--- src/hw/rtl/adf_pkg.sv ---
// ----------------------------------------------------------------------------
// adf_pkg
// Shared types, constants and helper functions for the auto-ranging decimal
// formatter: thresholds, divider constants, character codes, control struct.
// ----------------------------------------------------------------------------
package adf_pkg;

  // Input value width and configuration port geometry
  localparam int VALUE_BITS = 32;
  localparam int CFG_IDX_W  = 2;
  localparam int CFG_DATA_W = 3;

  // Register indexes
  localparam logic [CFG_IDX_W-1:0] REG_DIGIT_COUNT = CFG_IDX_W'(0);
  localparam logic [CFG_IDX_W-1:0] REG_FULL_UNIT   = CFG_IDX_W'(1);

  // Digit count codes
  localparam logic [2:0] DC_THREE = 3'd3;
  localparam logic [2:0] DC_FOUR  = 3'd4;
  localparam logic [2:0] DC_RESET = DC_THREE;

  // Range thresholds in micro-units
  localparam logic signed [VALUE_BITS-1:0] TH_0_995  = VALUE_BITS'(995000);
  localparam logic signed [VALUE_BITS-1:0] TH_9_995  = VALUE_BITS'(9995000);
  localparam logic signed [VALUE_BITS-1:0] TH_99_95  = VALUE_BITS'(99950000);
  localparam logic signed [VALUE_BITS-1:0] TH_999_5  = VALUE_BITS'(999500000);

  // Datapath widths
  localparam int MAG_BITS    = VALUE_BITS;          // |v| up to 2^31
  localparam int MIN_SHIFT   = 3;                   // divisor 10^3 = 2^3 * 5^3
  localparam int X_BITS      = MAG_BITS - MIN_SHIFT;
  localparam int RECIP_BITS  = 26;
  localparam int RECIP_SHIFT = 32;
  localparam int PROD_W      = X_BITS + RECIP_BITS;
  localparam int Q_BITS      = PROD_W - RECIP_SHIFT;
  localparam int POW5_BITS   = 14;
  localparam int P2_W        = Q_BITS + POW5_BITS;

  // Binary to BCD conversion
  localparam int BCD_DIGITS = 7;
  localparam int BCD_W      = 4 * BCD_DIGITS;
  localparam int DD_STAGES  = 4;
  localparam int DD_STEPS   = 6;
  localparam int BIN_BITS   = DD_STAGES * DD_STEPS;
  localparam int DD_W       = BCD_W + BIN_BITS;

  // Output string
  localparam int STR_LEN = 8;
  localparam int IDX_W   = $clog2(STR_LEN);
  localparam int LEN_W   = IDX_W + 1;
  localparam int CHAR_W  = 7;

  // Character codes
  localparam logic [CHAR_W-1:0] CH_SPACE = 7'h20;
  localparam logic [CHAR_W-1:0] CH_MINUS = 7'h2D;
  localparam logic [CHAR_W-1:0] CH_DOT   = 7'h2E;
  localparam logic [CHAR_W-1:0] CH_ZERO  = 7'h30;
  localparam logic [CHAR_W-1:0] CH_NINE  = 7'h39;
  localparam logic [CHAR_W-1:0] CH_E     = 7'h45;
  localparam logic [CHAR_W-1:0] CH_R     = 7'h72;

  // Rounding divisor select
  typedef enum logic [1:0] {
    DSEL_1E3,
    DSEL_1E4,
    DSEL_1E5,
    DSEL_1E6
  } dsel_t;

  // Per-item format control, travels with the data
  typedef struct packed {
    logic       err;
    logic       sgn;
    logic [1:0] frac;
    logic [2:0] wid;
    dsel_t      dsel;
  } fmt_ctl_t;

  // Half of the divisor, the rounding bias
  function automatic logic [MAG_BITS-1:0] half_of(input dsel_t d);
    case (d)
      DSEL_1E3: half_of = MAG_BITS'(500);
      DSEL_1E4: half_of = MAG_BITS'(5000);
      DSEL_1E5: half_of = MAG_BITS'(50000);
      DSEL_1E6: half_of = MAG_BITS'(500000);
      default:  half_of = '0;
    endcase
  endfunction

  // floor(2^32 / 5^k); quotient estimate is exact or one low
  function automatic logic [RECIP_BITS-1:0] recip_of(input dsel_t d);
    case (d)
      DSEL_1E3: recip_of = RECIP_BITS'(34359738);
      DSEL_1E4: recip_of = RECIP_BITS'(6871947);
      DSEL_1E5: recip_of = RECIP_BITS'(1374389);
      DSEL_1E6: recip_of = RECIP_BITS'(274877);
      default:  recip_of = '0;
    endcase
  endfunction

  // 5^k for the remainder correction
  function automatic logic [POW5_BITS-1:0] pow5_of(input dsel_t d);
    case (d)
      DSEL_1E3: pow5_of = POW5_BITS'(125);
      DSEL_1E4: pow5_of = POW5_BITS'(625);
      DSEL_1E5: pow5_of = POW5_BITS'(3125);
      DSEL_1E6: pow5_of = POW5_BITS'(15625);
      default:  pow5_of = POW5_BITS'(1);
    endcase
  endfunction

endpackage

--- src/hw/rtl/adf_front.sv ---
// ----------------------------------------------------------------------------
// adf_front
// Range selection, sign/magnitude split, rounding bias and the 2^k part of
// the decimal divide. Two register stages.
// ----------------------------------------------------------------------------
module adf_front import adf_pkg::*; (
  input  logic                         clk,
  input  logic                         rst_n,
  input  logic                         in_vld,
  output logic                         in_rdy,
  input  logic signed [VALUE_BITS-1:0] in_value,
  input  logic [2:0]                   digit_count,
  input  logic                         full_unit,
  output logic                         out_vld,
  input  logic                         out_rdy,
  output logic [X_BITS-1:0]            out_x,
  output fmt_ctl_t                     out_ctl
);

  logic                a_vld_r;
  logic [MAG_BITS-1:0] a_mag_r;
  fmt_ctl_t            a_ctl_r;
  logic                b_vld_r;
  logic [X_BITS-1:0]   b_x_r;
  fmt_ctl_t            b_ctl_r;

  logic                a_load, b_load;
  fmt_ctl_t            a_ctl_nxt;
  logic [MAG_BITS-1:0] a_mag_nxt;
  logic [MAG_BITS-1:0] b_sum;
  logic [X_BITS-1:0]   b_x_nxt;

  assign b_load = !b_vld_r || out_rdy;
  assign a_load = !a_vld_r || b_load;
  assign in_rdy = a_load;

  // Stage A: pick range and take magnitude
  always_comb begin
    a_ctl_nxt      = '0;
    a_ctl_nxt.sgn  = in_value[VALUE_BITS-1];
    a_mag_nxt      = a_ctl_nxt.sgn ? (~in_value + MAG_BITS'(1)) : in_value;
    case (digit_count)
      DC_THREE: begin
        if (in_value >= TH_99_95) begin
          a_ctl_nxt.dsel = DSEL_1E6; a_ctl_nxt.frac = 2'd0; a_ctl_nxt.wid = 3'd3;
        end else if (in_value >= TH_9_995) begin
          a_ctl_nxt.dsel = DSEL_1E5; a_ctl_nxt.frac = 2'd1; a_ctl_nxt.wid = 3'd2;
        end else if (full_unit || in_value >= TH_0_995) begin
          a_ctl_nxt.dsel = DSEL_1E4; a_ctl_nxt.frac = 2'd2; a_ctl_nxt.wid = 3'd1;
        end else begin
          a_ctl_nxt.dsel = DSEL_1E3; a_ctl_nxt.frac = 2'd0; a_ctl_nxt.wid = 3'd3;
        end
      end
      DC_FOUR: begin
        if (in_value >= TH_999_5) begin
          a_ctl_nxt.dsel = DSEL_1E6; a_ctl_nxt.frac = 2'd0; a_ctl_nxt.wid = 3'd4;
        end else if (in_value >= TH_99_95) begin
          a_ctl_nxt.dsel = DSEL_1E5; a_ctl_nxt.frac = 2'd1; a_ctl_nxt.wid = 3'd3;
        end else if (full_unit || in_value >= TH_0_995) begin
          a_ctl_nxt.dsel = DSEL_1E4; a_ctl_nxt.frac = 2'd2; a_ctl_nxt.wid = 3'd2;
        end else begin
          a_ctl_nxt.dsel = DSEL_1E3; a_ctl_nxt.frac = 2'd0; a_ctl_nxt.wid = 3'd4;
        end
      end
      default: begin
        a_ctl_nxt.err = 1'b1;
      end
    endcase
  end

  // Stage B: add half divisor, shift out the 2^k factor
  always_comb begin
    b_sum = a_mag_r + half_of(a_ctl_r.dsel);
    case (a_ctl_r.dsel)
      DSEL_1E3: b_x_nxt = b_sum[MAG_BITS-1:3];
      DSEL_1E4: b_x_nxt = {1'b0, b_sum[MAG_BITS-1:4]};
      DSEL_1E5: b_x_nxt = {2'b0, b_sum[MAG_BITS-1:5]};
      DSEL_1E6: b_x_nxt = {3'b0, b_sum[MAG_BITS-1:6]};
      default:  b_x_nxt = '0;
    endcase
  end

  // Valid bits
  always_ff @(posedge clk) begin
    if (!rst_n) begin
      a_vld_r <= 1'b0;
      b_vld_r <= 1'b0;
    end else begin
      if (a_load) a_vld_r <= in_vld;
      if (b_load) b_vld_r <= a_vld_r;
    end
  end

  // Payload
  always_ff @(posedge clk) begin
    if (a_load && in_vld) begin
      a_mag_r <= a_mag_nxt;
      a_ctl_r <= a_ctl_nxt;
    end
    if (b_load && a_vld_r) begin
      b_x_r   <= b_x_nxt;
      b_ctl_r <= a_ctl_r;
    end
  end

  assign out_vld = b_vld_r;
  assign out_x   = b_x_r;
  assign out_ctl = b_ctl_r;

endmodule

--- src/hw/rtl/adf_div.sv ---
// ----------------------------------------------------------------------------
// adf_div
// Divide by 5^k through a reciprocal multiply, then one remainder check to
// fix the estimate. Three register stages.
// ----------------------------------------------------------------------------
module adf_div import adf_pkg::*; (
  input  logic              clk,
  input  logic              rst_n,
  input  logic              in_vld,
  output logic              in_rdy,
  input  logic [X_BITS-1:0] in_x,
  input  fmt_ctl_t          in_ctl,
  output logic              out_vld,
  input  logic              out_rdy,
  output logic [Q_BITS-1:0] out_q,
  output fmt_ctl_t          out_ctl
);

  logic              c_vld_r, d_vld_r, e_vld_r;
  logic [X_BITS-1:0] c_x_r, d_x_r;
  logic [Q_BITS-1:0] c_q0_r, d_q0_r, e_q_r;
  logic [X_BITS-1:0] d_p2_r;
  fmt_ctl_t          c_ctl_r, d_ctl_r, e_ctl_r;

  logic              c_load, d_load, e_load;
  logic [PROD_W-1:0] c_prod;
  logic [P2_W-1:0]   d_prod;
  logic [X_BITS-1:0] e_rem;
  logic              e_bump;

  assign e_load = !e_vld_r || out_rdy;
  assign d_load = !d_vld_r || e_load;
  assign c_load = !c_vld_r || d_load;
  assign in_rdy = c_load;

  // Quotient estimate, then q0 * 5^k, then remainder check
  assign c_prod = PROD_W'(in_x) * PROD_W'(recip_of(in_ctl.dsel));
  assign d_prod = P2_W'(c_q0_r) * P2_W'(pow5_of(c_ctl_r.dsel));
  assign e_rem  = d_x_r - d_p2_r;
  assign e_bump = e_rem >= X_BITS'(pow5_of(d_ctl_r.dsel));

  always_ff @(posedge clk) begin
    if (!rst_n) begin
      c_vld_r <= 1'b0;
      d_vld_r <= 1'b0;
      e_vld_r <= 1'b0;
    end else begin
      if (c_load) c_vld_r <= in_vld;
      if (d_load) d_vld_r <= c_vld_r;
      if (e_load) e_vld_r <= d_vld_r;
    end
  end

  always_ff @(posedge clk) begin
    if (c_load && in_vld) begin
      c_x_r   <= in_x;
      c_q0_r  <= c_prod[PROD_W-1:RECIP_SHIFT];
      c_ctl_r <= in_ctl;
    end
    if (d_load && c_vld_r) begin
      d_x_r   <= c_x_r;
      d_q0_r  <= c_q0_r;
      d_p2_r  <= d_prod[X_BITS-1:0];
      d_ctl_r <= c_ctl_r;
    end
    if (e_load && d_vld_r) begin
      e_q_r   <= d_q0_r + Q_BITS'(e_bump);
      e_ctl_r <= d_ctl_r;
    end
  end

  assign out_vld = e_vld_r;
  assign out_q   = e_q_r;
  assign out_ctl = e_ctl_r;

endmodule

--- src/hw/rtl/adf_bcd.sv ---
// ----------------------------------------------------------------------------
// adf_bcd
// Binary to BCD by shift-and-add-3, a fixed number of shift steps per
// register stage.
// ----------------------------------------------------------------------------
module adf_bcd import adf_pkg::*; (
  input  logic              clk,
  input  logic              rst_n,
  input  logic              in_vld,
  output logic              in_rdy,
  input  logic [Q_BITS-1:0] in_q,
  input  fmt_ctl_t          in_ctl,
  output logic              out_vld,
  input  logic              out_rdy,
  output logic [BCD_W-1:0]  out_bcd,
  output fmt_ctl_t          out_ctl
);

  // A group of shift steps on {bcd, remaining binary}
  function automatic logic [DD_W-1:0] dd_run(input logic [DD_W-1:0] s_in);
    logic [DD_W-1:0] s;
    s = s_in;
    for (int n = 0; n < DD_STEPS; n++) begin
      for (int d = 0; d < BCD_DIGITS; d++) begin
        if (s[BIN_BITS+4*d +: 4] >= 4'd5) begin
          s[BIN_BITS+4*d +: 4] = s[BIN_BITS+4*d +: 4] + 4'd3;
        end
      end
      s = {s[DD_W-2:0], 1'b0};
    end
    return s;
  endfunction

  logic            vld_r [DD_STAGES];
  logic            load  [DD_STAGES];
  logic [DD_W-1:0] sh_r  [DD_STAGES];
  fmt_ctl_t        ctl_r [DD_STAGES];

  for (genvar g = 0; g < DD_STAGES; g++) begin : g_stage
    logic            vld_src;
    logic [DD_W-1:0] sh_src;
    fmt_ctl_t        ctl_src;
    logic            dn_rdy;

    // Source of this stage
    if (g == 0) begin : g_first
      assign vld_src = in_vld;
      assign sh_src  = {{BCD_W{1'b0}}, BIN_BITS'(in_q)};
      assign ctl_src = in_ctl;
    end else begin : g_next
      assign vld_src = vld_r[g-1];
      assign sh_src  = sh_r[g-1];
      assign ctl_src = ctl_r[g-1];
    end

    if (g == DD_STAGES - 1) begin : g_last
      assign dn_rdy = out_rdy;
    end else begin : g_mid
      assign dn_rdy = load[g+1];
    end

    assign load[g] = !vld_r[g] || dn_rdy;

    always_ff @(posedge clk) begin
      if (!rst_n) begin
        vld_r[g] <= 1'b0;
      end else if (load[g]) begin
        vld_r[g] <= vld_src;
      end
    end

    always_ff @(posedge clk) begin
      if (load[g] && vld_src) begin
        sh_r[g]  <= dd_run(sh_src);
        ctl_r[g] <= ctl_src;
      end
    end
  end

  assign in_rdy  = load[0];
  assign out_vld = vld_r[DD_STAGES-1];
  assign out_bcd = sh_r[DD_STAGES-1][DD_W-1 -: BCD_W];
  assign out_ctl = ctl_r[DD_STAGES-1];

endmodule

--- src/hw/rtl/adf_emit.sv ---
// ----------------------------------------------------------------------------
// adf_emit
// Lays the digits out as a right-aligned string (padding, sign, point) and
// shifts it out one character per request.
// ----------------------------------------------------------------------------
module adf_emit import adf_pkg::*; (
  input  logic              clk,
  input  logic              rst_n,
  input  logic              in_vld,
  output logic              in_rdy,
  input  logic [BCD_W-1:0]  in_bcd,
  input  fmt_ctl_t          in_ctl,
  output logic              out_vld,
  input  logic              out_rdy,
  output logic [CHAR_W-1:0] out_char,
  output logic              out_last
);

  logic              vld_r;
  logic [IDX_W-1:0]  idx_r;
  logic [CHAR_W-1:0] buf_r [STR_LEN];

  logic [3:0]        dig [STR_LEN];
  logic              neg;
  logic [2:0]        nd;
  logic [1:0]        fl;
  logic [LEN_W-1:0]  sig_len, lead, len, start_full;
  logic [IDX_W-1:0]  start, idx_nxt;
  logic [CHAR_W-1:0] chr [STR_LEN];
  logic              take, at_end;

  // Digits, sign and field lengths
  always_comb begin
    for (int i = 0; i < BCD_DIGITS; i++) begin
      dig[i] = in_bcd[4*i +: 4];
    end
    for (int i = BCD_DIGITS; i < STR_LEN; i++) begin
      dig[i] = 4'd0;
    end
    neg = in_ctl.sgn && (in_bcd != '0);
    nd  = 3'd1;
    for (int i = 0; i < BCD_DIGITS; i++) begin
      if (i >= int'(in_ctl.frac) && dig[i] != 4'd0) begin
        nd = 3'(i - int'(in_ctl.frac) + 1);
      end
    end
    fl      = (in_ctl.frac == 2'd0) ? 2'd0 : in_ctl.frac + 2'd1;
    sig_len = LEN_W'(nd) + LEN_W'(neg);
    lead    = (LEN_W'(in_ctl.wid) > sig_len) ? LEN_W'(in_ctl.wid) : sig_len;
    len     = in_ctl.err ? LEN_W'(3) : lead + LEN_W'(fl);
    start_full = LEN_W'(STR_LEN) - len;
    start      = start_full[IDX_W-1:0];
  end

  // Right-aligned character slots; e counts from the string end
  always_comb begin
    int e, t, di;
    for (int j = 0; j < STR_LEN; j++) begin
      e  = STR_LEN - 1 - j;
      t  = e - int'(fl);
      di = (in_ctl.frac == 2'd0) ? e : e - 1;
      if (in_ctl.err) begin
        if (j == STR_LEN - 3)     chr[j] = CH_E;
        else if (j > STR_LEN - 3) chr[j] = CH_R;
        else                      chr[j] = CH_SPACE;
      end else if (e < int'(in_ctl.frac)) begin
        chr[j] = CH_ZERO | {3'b000, dig[e]};
      end else if (in_ctl.frac != 2'd0 && e == int'(in_ctl.frac)) begin
        chr[j] = CH_DOT;
      end else if (t < int'(nd)) begin
        chr[j] = CH_ZERO | {3'b000, dig[di]};
      end else if (t == int'(nd) && neg) begin
        chr[j] = CH_MINUS;
      end else begin
        chr[j] = CH_SPACE;
      end
    end
  end

  // Shift-out control: next string loads as the last character leaves
  assign at_end = idx_r == IDX_W'(STR_LEN - 1);
  assign take   = !vld_r || (out_rdy && at_end);
  assign in_rdy = take;

  always_comb begin
    idx_nxt = idx_r;
    if (take) begin
      if (in_vld) idx_nxt = start;
    end else if (out_rdy) begin
      idx_nxt = idx_r + IDX_W'(1);
    end
  end

  always_ff @(posedge clk) begin
    if (!rst_n) begin
      vld_r <= 1'b0;
      idx_r <= '0;
    end else begin
      if (take) vld_r <= in_vld;
      idx_r <= idx_nxt;
    end
  end

  always_ff @(posedge clk) begin
    if (take && in_vld) begin
      for (int j = 0; j < STR_LEN; j++) buf_r[j] <= chr[j];
    end
  end

  assign out_vld  = vld_r;
  assign out_char = buf_r[idx_r];
  assign out_last = at_end;

endmodule

--- src/hw/rtl/autorange_decimal_formatter_core.sv ---
// ----------------------------------------------------------------------------
// autorange_decimal_formatter_core
// Formats a signed micro-unit measurement as an auto-ranged ASCII display
// string, one character per output request.
// ----------------------------------------------------------------------------
// A new measurement can be accepted every cycle while in_ready is high, into
// a ten-stage pipeline (range select, rounding, reciprocal divide, BCD
// conversion, string build); it passes the front, divider and BCD stages
// before the string buffer presents its first character. Strings leave
// through a single character port, one character per cycle while out_ready
// is high, so sustained throughput is one measurement per string (3 to 8
// characters); the next string is loaded in the cycle its predecessor's last
// character is taken. Configuration writes take effect for requests accepted
// after the write and should be made while the block is idle.
// ----------------------------------------------------------------------------
module autorange_decimal_formatter_core import adf_pkg::*; (
  input  logic                         clk,
  input  logic                         rst_n,
  input  logic                         in_valid,
  output logic                         in_ready,
  input  logic signed [VALUE_BITS-1:0] in_value_micro,
  output logic                         out_valid,
  input  logic                         out_ready,
  output logic [CHAR_W-1:0]            out_char_code,
  output logic                         out_last_char,
  input  logic                         cfg_wr_en,
  input  logic [CFG_IDX_W-1:0]         cfg_index,
  input  logic [CFG_DATA_W-1:0]        cfg_wr_data
);

  logic [2:0] digit_count_r;
  logic       full_unit_r;

  logic              f_vld, f_rdy;
  logic [X_BITS-1:0] f_x;
  fmt_ctl_t          f_ctl;
  logic              d_vld, d_rdy;
  logic [Q_BITS-1:0] d_q;
  fmt_ctl_t          d_ctl;
  logic              b_vld, b_rdy;
  logic [BCD_W-1:0]  b_bcd;
  fmt_ctl_t          b_ctl;

  // Configuration registers
  always_ff @(posedge clk) begin
    if (!rst_n) begin
      digit_count_r <= DC_RESET;
      full_unit_r   <= 1'b0;
    end else if (cfg_wr_en) begin
      case (cfg_index)
        REG_DIGIT_COUNT: digit_count_r <= cfg_wr_data[2:0];
        REG_FULL_UNIT:   full_unit_r   <= cfg_wr_data[0];
        default: ;
      endcase
    end
  end

  adf_front u_front (
    .clk         (clk),
    .rst_n       (rst_n),
    .in_vld      (in_valid),
    .in_rdy      (in_ready),
    .in_value    (in_value_micro),
    .digit_count (digit_count_r),
    .full_unit   (full_unit_r),
    .out_vld     (f_vld),
    .out_rdy     (f_rdy),
    .out_x       (f_x),
    .out_ctl     (f_ctl)
  );

  adf_div u_div (
    .clk     (clk),
    .rst_n   (rst_n),
    .in_vld  (f_vld),
    .in_rdy  (f_rdy),
    .in_x    (f_x),
    .in_ctl  (f_ctl),
    .out_vld (d_vld),
    .out_rdy (d_rdy),
    .out_q   (d_q),
    .out_ctl (d_ctl)
  );

  adf_bcd u_bcd (
    .clk     (clk),
    .rst_n   (rst_n),
    .in_vld  (d_vld),
    .in_rdy  (d_rdy),
    .in_q    (d_q),
    .in_ctl  (d_ctl),
    .out_vld (b_vld),
    .out_rdy (b_rdy),
    .out_bcd (b_bcd),
    .out_ctl (b_ctl)
  );

  adf_emit u_emit (
    .clk      (clk),
    .rst_n    (rst_n),
    .in_vld   (b_vld),
    .in_rdy   (b_rdy),
    .in_bcd   (b_bcd),
    .in_ctl   (b_ctl),
    .out_vld  (out_valid),
    .out_rdy  (out_ready),
    .out_char (out_char_code),
    .out_last (out_last_char)
  );

endmodule

--- config.mk ---
export PLATFORM = sky130hd
export DESIGN_NAME = autorange_decimal_formatter_core
export DESIGN_NICKNAME = d
export VERILOG_FILES = /design/src/hw/rtl/adf_pkg.sv /design/src/hw/rtl/adf_front.sv /design/src/hw/rtl/adf_div.sv /design/src/hw/rtl/adf_bcd.sv /design/src/hw/rtl/adf_emit.sv /design/src/hw/rtl/autorange_decimal_formatter_core.sv
export SDC_FILE = /design/constraint.sdc
export NUM_CORES = 2
export LEC_CHECK = 0
export BUFFER_PORTS_ARGS = -buffer_cell sky130_fd_sc_hd__clkbuf_2
export CAP_MARGIN = 10
export CORE_UTILIZATION = 50
export DETAILED_ROUTE_END_ITERATION = 10
export PLACE_DENSITY_LB_ADDON = 0.08
export SETUP_SLACK_MARGIN = 0.05
export SYNTH_ARGS = -nofsm -noshare
export SYNTH_HDL_FRONTEND = slang
export SYNTH_SLANG_ARGS = --single-unit
--- constraint.sdc ---
create_clock -name clk -period 8.2 [get_ports clk]
set_input_delay 1.64 -clock clk [delete_from_list [all_inputs] [get_ports clk]]
set_output_delay 1.64 -clock clk [all_outputs]
set_load 0.01 [all_outputs]
## Word level (Yosys, flattened, before mapping)

Memory sizes are Yosys's and may differ from the RTL's. A register that Yosys moved wholly into a read port is not among the register bits.
Index checks and enable logic that the tools add are counted.

- RAM bits: 280
- Input port bits: 42
- Memories: 4
- Logic and storage cells: 922
- Output and inout bits: 10
- Register bits: 275

Memory list:

| name | depth | bits a word | rd ports | clocked after Yosys merged registers in | write ports | line | RTL |
|---|---|---|---|---|---|---|---|
| u_bcd.sh_r | 4 | 46 | 4 | 0 | 4 | adf_bcd.sv:36 | `logic [DD_W-1:0] sh_r [DD_STAGES];` |
| u_emit.buf_r | 8 | 7 | 1 | 1 | 8 | adf_emit.sv:21 | `logic [CHAR_W-1:0] buf_r [STR_LEN];` |
| u_bcd.ctl_r | 4 | 9 | 4 | 0 | 4 | adf_bcd.sv:37 | `fmt_ctl_t ctl_r [DD_STAGES];` |
| u_bcd.vld_r | 4 | 1 | 4 | 0 | 4 | adf_bcd.sv:34 | `logic vld_r [DD_STAGES];` |

- Add/sub/neg operators: 177
- $lt $le $gt $ge: 174
- Bitwise operators: 13
- Mux-type cells: 412
- Reductions and logical operators: 69
- Equality and inequality tests: 28
- Multiply operators: 2

Operator list:

| cell | number |
|---|---|
| 4-bit two-way mux | 281 |
| 4-bit by 3-bit greater-or-equal comparator with 1-bit output, second input constant | 146 |
| 4-bit by 2-bit adder with 4-bit output, second input constant | 128 |
| 32-bit inverter | 9 |
| 32-bit by 4-bit == test with 1-bit output | 8 |
| 32-bit by 4-bit greater-or-equal comparator with 1-bit output, second input constant | 8 |
| 32-bit by 4-bit < comparator with 1-bit output | 8 |
| 7-bit two-way mux | 29 |
| 3-bit two-way mux | 51 |
| 32-bit case mux with 4 select lines | 1 |
| 29-bit case mux with 4 select lines | 1 |
| 14-bit case mux with 4 select lines | 2 |
| 26-bit case mux with 4 select lines | 1 |
| 4-bit binary-select mux with 3-bit select | 8 |
| 3-bit by 2-bit adder with 3-bit output, second input constant | 25 |
| 29-bit by 26-bit multiplier with 55-bit output | 1 |
| 32-bit by 2-bit adder with 32-bit output, second input constant | 1 |
| 32-bit adder | 1 |
| 32-bit by 21-bit greater-or-equal comparator with 1-bit output, second input constant | 1 |
| 32-bit by 25-bit greater-or-equal comparator with 1-bit output, second input constant | 1 |
| 32-bit by 28-bit greater-or-equal comparator with 1-bit output, second input constant | 1 |
| 32-bit by 31-bit greater-or-equal comparator with 1-bit output, second input constant | 1 |
| 1-bit two-way mux | 32 |
| 32-bit two-way mux | 1 |
| 38 further kinds | 129 |

## Longest topological paths before layout

- Depth in word-level cells: 24
- Depth in mapped cells: 37
- Mapped depth without buffers: 37

## Modules after synthesis

A second synthesis with hierarchy kept.

- Cell total of the unflattened synthesis: 5,814
- Area, all modules: 56,983.4 µm²

Modules (own cells, without submodules):

| module | cells each | seq. area each (µm²) | times used | area each (µm²) |
|---|---|---|---|---|
| adf_div | 3,319 | 5,495.3 | 1 | 34,470.6 |
| adf_bcd | 1,551 | 4,374.2 | 1 | 13,220.2 |
| adf_front | 578 | 2,352.3 | 1 | 5,507.8 |
| adf_emit | 348 | 1,401.3 | 1 | 3,598.5 |
| autorange_decimal_formatter_core | 18 | 80.1 | 1 | 186.4 |

## Worst setup path after synthesis

OpenSTA, ideal clock, no wires.

- Kind: reg-to-reg
- From: register u_front.b_ctl_r, in the netlist u_front.out_ctl[0]
- To: register u_div.c_q0_r[22] (data pin)
- Path buffers: 2
- Setup time: 0.260 ns
- Required time: 7.940 ns
- Data arrival time: 7.772 ns
- Stages on the path, launching flop included: 31
- Setup slack: 0.168 ns
- Clock period less this slack: 8.032 ns
- Path through: edfxtp_1 -> inv_1 -> ha_1 -> or2_2 -> clkbuf_1 -> clkbuf_1 -> nand2_1 -> fa_1 -> fa_1 -> inv_1 -> fa_1 -> inv_1 -> fa_1 -> inv_1 -> fa_1 -> fa_1 -> inv_1 -> fa_1 -> inv_1 -> ha_1 -> nand4_1 -> nor4_1 -> nand2_1 -> o21ai_0 -> a211oi_2 -> a2111oi_1 -> o311ai_1 -> a31oi_1 -> a311o_1 -> a21oi_1 -> xnor2_1

- Word-level cells in the longest chain between the ends: 3
- Elaborated cells on any way between the ends: 6
- Those cells by class: mul (1); eq/ne (3); mux (1); reduce/logical (1)

RTL lines:

| element | line | RTL |
|---|---|---|
| from (decl) | adf_front.sv:25 | `fmt_ctl_t b_ctl_r;` |
| from (signal assigned) | adf_front.sv:102 | `b_ctl_r <= a_ctl_r;` |
| 2-bit == test (tied with other cells) | adf_pkg.sv:92 | `case (d)` |
| 26-bit case mux with 4 select lines * | adf_pkg.sv:92 |  |
| 29-bit by 26-bit multiplier with 55-bit output * | adf_div.sv:37 | `assign c_prod = PROD_W'(in_x) * PROD_W'(recip_of(in_ctl.dsel));` |
| net u_div.c_prod[54] | adf_div.sv:26 | `logic [PROD_W-1:0] c_prod;` |
| to (signal assigned) | adf_div.sv:57 | `c_q0_r <= c_prod[PROD_W-1:RECIP_SHIFT];` |
| to (decl) | adf_div.sv:21 | `logic [Q_BITS-1:0] c_q0_r, d_q0_r, e_q_r;` |

Mark *: on every way through the listed nets, which the timed path passes. The rest lies on a longest branch. The select of a mux whose other input is x is not followed.
A chain may end at the register's enable or synchronous reset.

## Worst setup path after layout

- From: register u_front.b_ctl_r, in the netlist u_front.out_ctl[1]
- To: register u_div.c_q0_r[21] (data pin)

Same word-level chain as after synthesis.

==> impl_metrics.toml <==
[logic_synthesis]
synth_top_family_by_area = "adder cells"
ys.warnings.count = 0
synthAdderAreaFrac = 0.383
postSynthCellCount = 5548
synth_flop_cell = "edfxtp_1"
yosysTopAreaCell = "fa_1"
async_reset_ff_frac = 0
synth.area.mux_share = 0.0377
synth_area_leaders = "fa_1, edfxtp_1, ha_1"
seq_area_frac_synth = 0.238
synth_compound_area_frac = 0.0972
syn_area_per_cell_sq_um = 10.2
synth-seq-cells = 452
synth_edf_count = 435
synth.cell_area_sq_um = 56400
synth_xor_xnor_area_share = 0.0343
synth_cell_types = 126
yosys.area_share.simple = 0.127
synthDominantCellAreaShare = 0.233
synth_fp_nets = 6923

[timing]
fin_skew_ns = 0.0696
finalMaxSlewViolations = 0
setup_tns_ns = 0
period_needed_ns = 8.02
hold_slack_ns = 0.361
rsz0062_at_grt = "yes"
hold_violations = 0
fin_crit_sh = 0.978
max_freq_mhz = 125
setup_violations = 0
slew_headroom = 0.252
tightest_slew_ns = 1.12

[placement]
postPlaceCellArea_sq_um = 60300
numPortBuffers = 51
dpl.hpwl_mm = 120
place_congestion = 0.926

[die]
initial_core_util = 0.507
die_h_um = 338
rows = 122
pin_count = 52
die-area_sq_um = 114000
core_sq_um = 111000
fp.dieW_um = 338

[final_layout]
area_growth_pct = 11.2
final.fill_count = 9814
drive_above_1_share = 0.119
diodes = 0
final_common_cell = "inv_1"
design_area_sq_um = 62700
layout_common_cells = "inv_1, ha_1, fa_1, edfxtp_1, nand2_1"
utilization = 0.564
nNetsFinal = 7200

[clock_network]
clock_sinks = 452
cts_made_buffers = 52
clk_latency_ns = 0.66
htreeDepth = 2
clockBufferDepth = 3
clockRootBuffer = "clkbuf_16"
cts_hold_buf = 0
cts_tree = "yes"
clkTransAtPathRegs_ns = 0.06

[global_routing]
track_usage = 0.258
grt_max_degree = 62
grt_pass1_vias = 40500
grt_pass1_wl_mm = 225
antenna_found_initial = 6
grt-ovfl-total = 0

[route]
wirelength_mm = 143
wl_per_cell_um = 19.4
drt_drc_violations_left = 0
drtIter0Drc = 2448
vias = 39200
ant_nets = 0
avgViaCountPerCell = 5.33
first_pass_iters = 7

[critical_path]
critical_path_arrival_ns = 8.43
cp.required_ns = 8.61
endpoint_kind = "register"
crit_path_start = "u_front.out_ctl[1]"
r2r_start = "u_front.out_ctl[1]"
crit_path_frequent_cell = "fa_1"
cp_num_buf_inv = 9
reg2regPathDepth = 30
critPathLaunchType = "register"
r2r_setup_slack_ns = 0.18
cp_max_fo = 6
criticalPathCategory = "reg -> reg"
r2r_end = "u_div.c_q0_r[21]"
cp_slowest_stage_delay_ns = 0.60
critPathTopFamily = "adder cells"
crit_path_top_delay_cell = "fa_2"

[flow_run]
drv_cap = 0

[min_path]
whs_endpoint = "u_bcd.sh_r[0][13]"
hp-class = "reg -> reg"
hold_start = "u_div.out_q[13]"
hold_depth = 0

[outcome]
outcome = "finished, final reports clean"
[final cells by class]
| cell class | instances | area (sq um) | share of cell area |
|---|---|---|---|
| multi-input combinational | 3852 | 38900 | 0.620 |
| timing repair buffer | 322 | 2520 | 0.0401 |
| clock inverter | 29 | 329 | 0.00525 |
| sequential | 452 | 13400 | 0.214 |
| clock buffer | 69 | 1440 | 0.0229 |
| inverter | 1145 | 4300 | 0.0686 |
| tap | 1488 | 1860 | 0.0297 |
[stage by stage]
step	cells	worst slack, ns
after detailed placement	7250	-0.0947
after floorplan	5548	0.168
after global routing	7357	-0.0370
after CTS	7349	0.0738
final	7357	0.179
after global placement	7250	-0.0519
[sequential cells by signal, summed over array words and instances (netlist names), 7 cells and up, named ones only]
register and cells:
u_front.out_ctl 9, u_div.out_ctl 7, u_front.a_mag_r 30, u_emit.buf_r 42, u_front.a_ctl_r 9, u_div.c_ctl_r 9, u_div.d_q0_r 21, u_div.c_x_r 29
u_front.out_x 29, u_div.c_q0_r 23, u_bcd.sh_r 106, u_div.out_q 23, u_div.d_p2_r 29, u_div.d_ctl_r 9, u_bcd.ctl_r 28, u_div.d_x_r 29
[cell usage after synthesis, types with 9 or more instances]
| cell | count |
|---|---|
| o211ai_1 | 19 |
| a21o_1 | 65 |
| o21bai_1 | 13 |
| a222oi_1 | 15 |
| clkbuf_1 | 82 |
| edfxtp_1 | 435 |
| mux2_2 | 49 |
| nor3b_1 | 18 |
| o22ai_1 | 18 |
| and3_1 | 24 |
| fa_1 | 657 |
| a211oi_1 | 28 |
| o21ai_1 | 18 |
| o21a_1 | 23 |
| a41oi_1 | 10 |
| a31oi_1 | 19 |
| o31ai_1 | 18 |
| a221oi_1 | 17 |
| a21oi_1 | 210 |
| dfxtp_1 | 17 |
| ha_1 | 676 |
| nor2_1 | 224 |
| nor3_1 | 72 |
| or2_2 | 37 |
| nor2b_1 | 206 |
| a211o_1 | 21 |
| a21boi_1 | 9 |
| mux2i_1 | 105 |
| nand3_1 | 60 |
| inv_1 | 1139 |
| or3_1 | 19 |
| nand2_1 | 256 |
| mux4_2 | 10 |
| nand2b_1 | 144 |
| or4_1 | 11 |
| and2_1 | 153 |
| xnor2_1 | 165 |
| nand4_1 | 28 |
| o21ai_0 | 151 |
| nor4_1 | 19 |
| mux2_4 | 9 |
| xor2_1 | 47 |
[worst max path at each step]
stage / slack [ns] / cells after the start / to
after floorplan: 0.17 / 30 / u_div.c_q0_r[22]
after global placement: -0.05 / 30 / u_div.c_q0_r[21]
after detailed placement: -0.09 / 30 / u_div.c_q0_r[21]
after CTS: 0.07 / 33 / u_div.c_q0_r[18]
after global routing: -0.04 / 31 / u_div.c_q0_r[19]
final: 0.18 / 30 / u_div.c_q0_r[21]
[cell families (layout without fill, tap and decap cells)]
kind of cell	Yosys count	after routing
simple gates	1326	1327
xor+xnor	217	217
fa+ha+maj	1333	1333
compound gates	793	793
flops	452	452
buf+inv	1245	1565
mux	182	182
[worst reg2reg max path: cells and delay by family, from the launching register on]
| family | cells | cell delay [ns] |
|---|---|---|
| xor+xnor | 1 | 0.13 |
| buf+inv | 9 | 0.95 |
| simple gates | 3 | 0.64 |
| compound gates | 8 | 1.48 |
| flops | 1 | 0.46 |
| fa+ha+maj | 9 | 4.12 |
[what timing repair did]
action                                 in CTS  in global routing
setup endpoints to repair                   4                 15
resized for setup                          15                102
gates cloned                                0                  3
endpoints found under the hold margin       0                  0
pin swaps                                   3                 66
buffers inserted                            1                  5
[metal layers]
metal	up-vias	GRT usage	share of wire
met3	210	0.0382	0.053
met1	19200	0.341	0.44
li1	19000	-	-
met5	-	0	0
met4	0	0.0859	0.039
met2	858	0.433	0.47
Power is not shown: default switching activity piles up to over one toggle a cycle in this logic, so the estimate is an artifact.
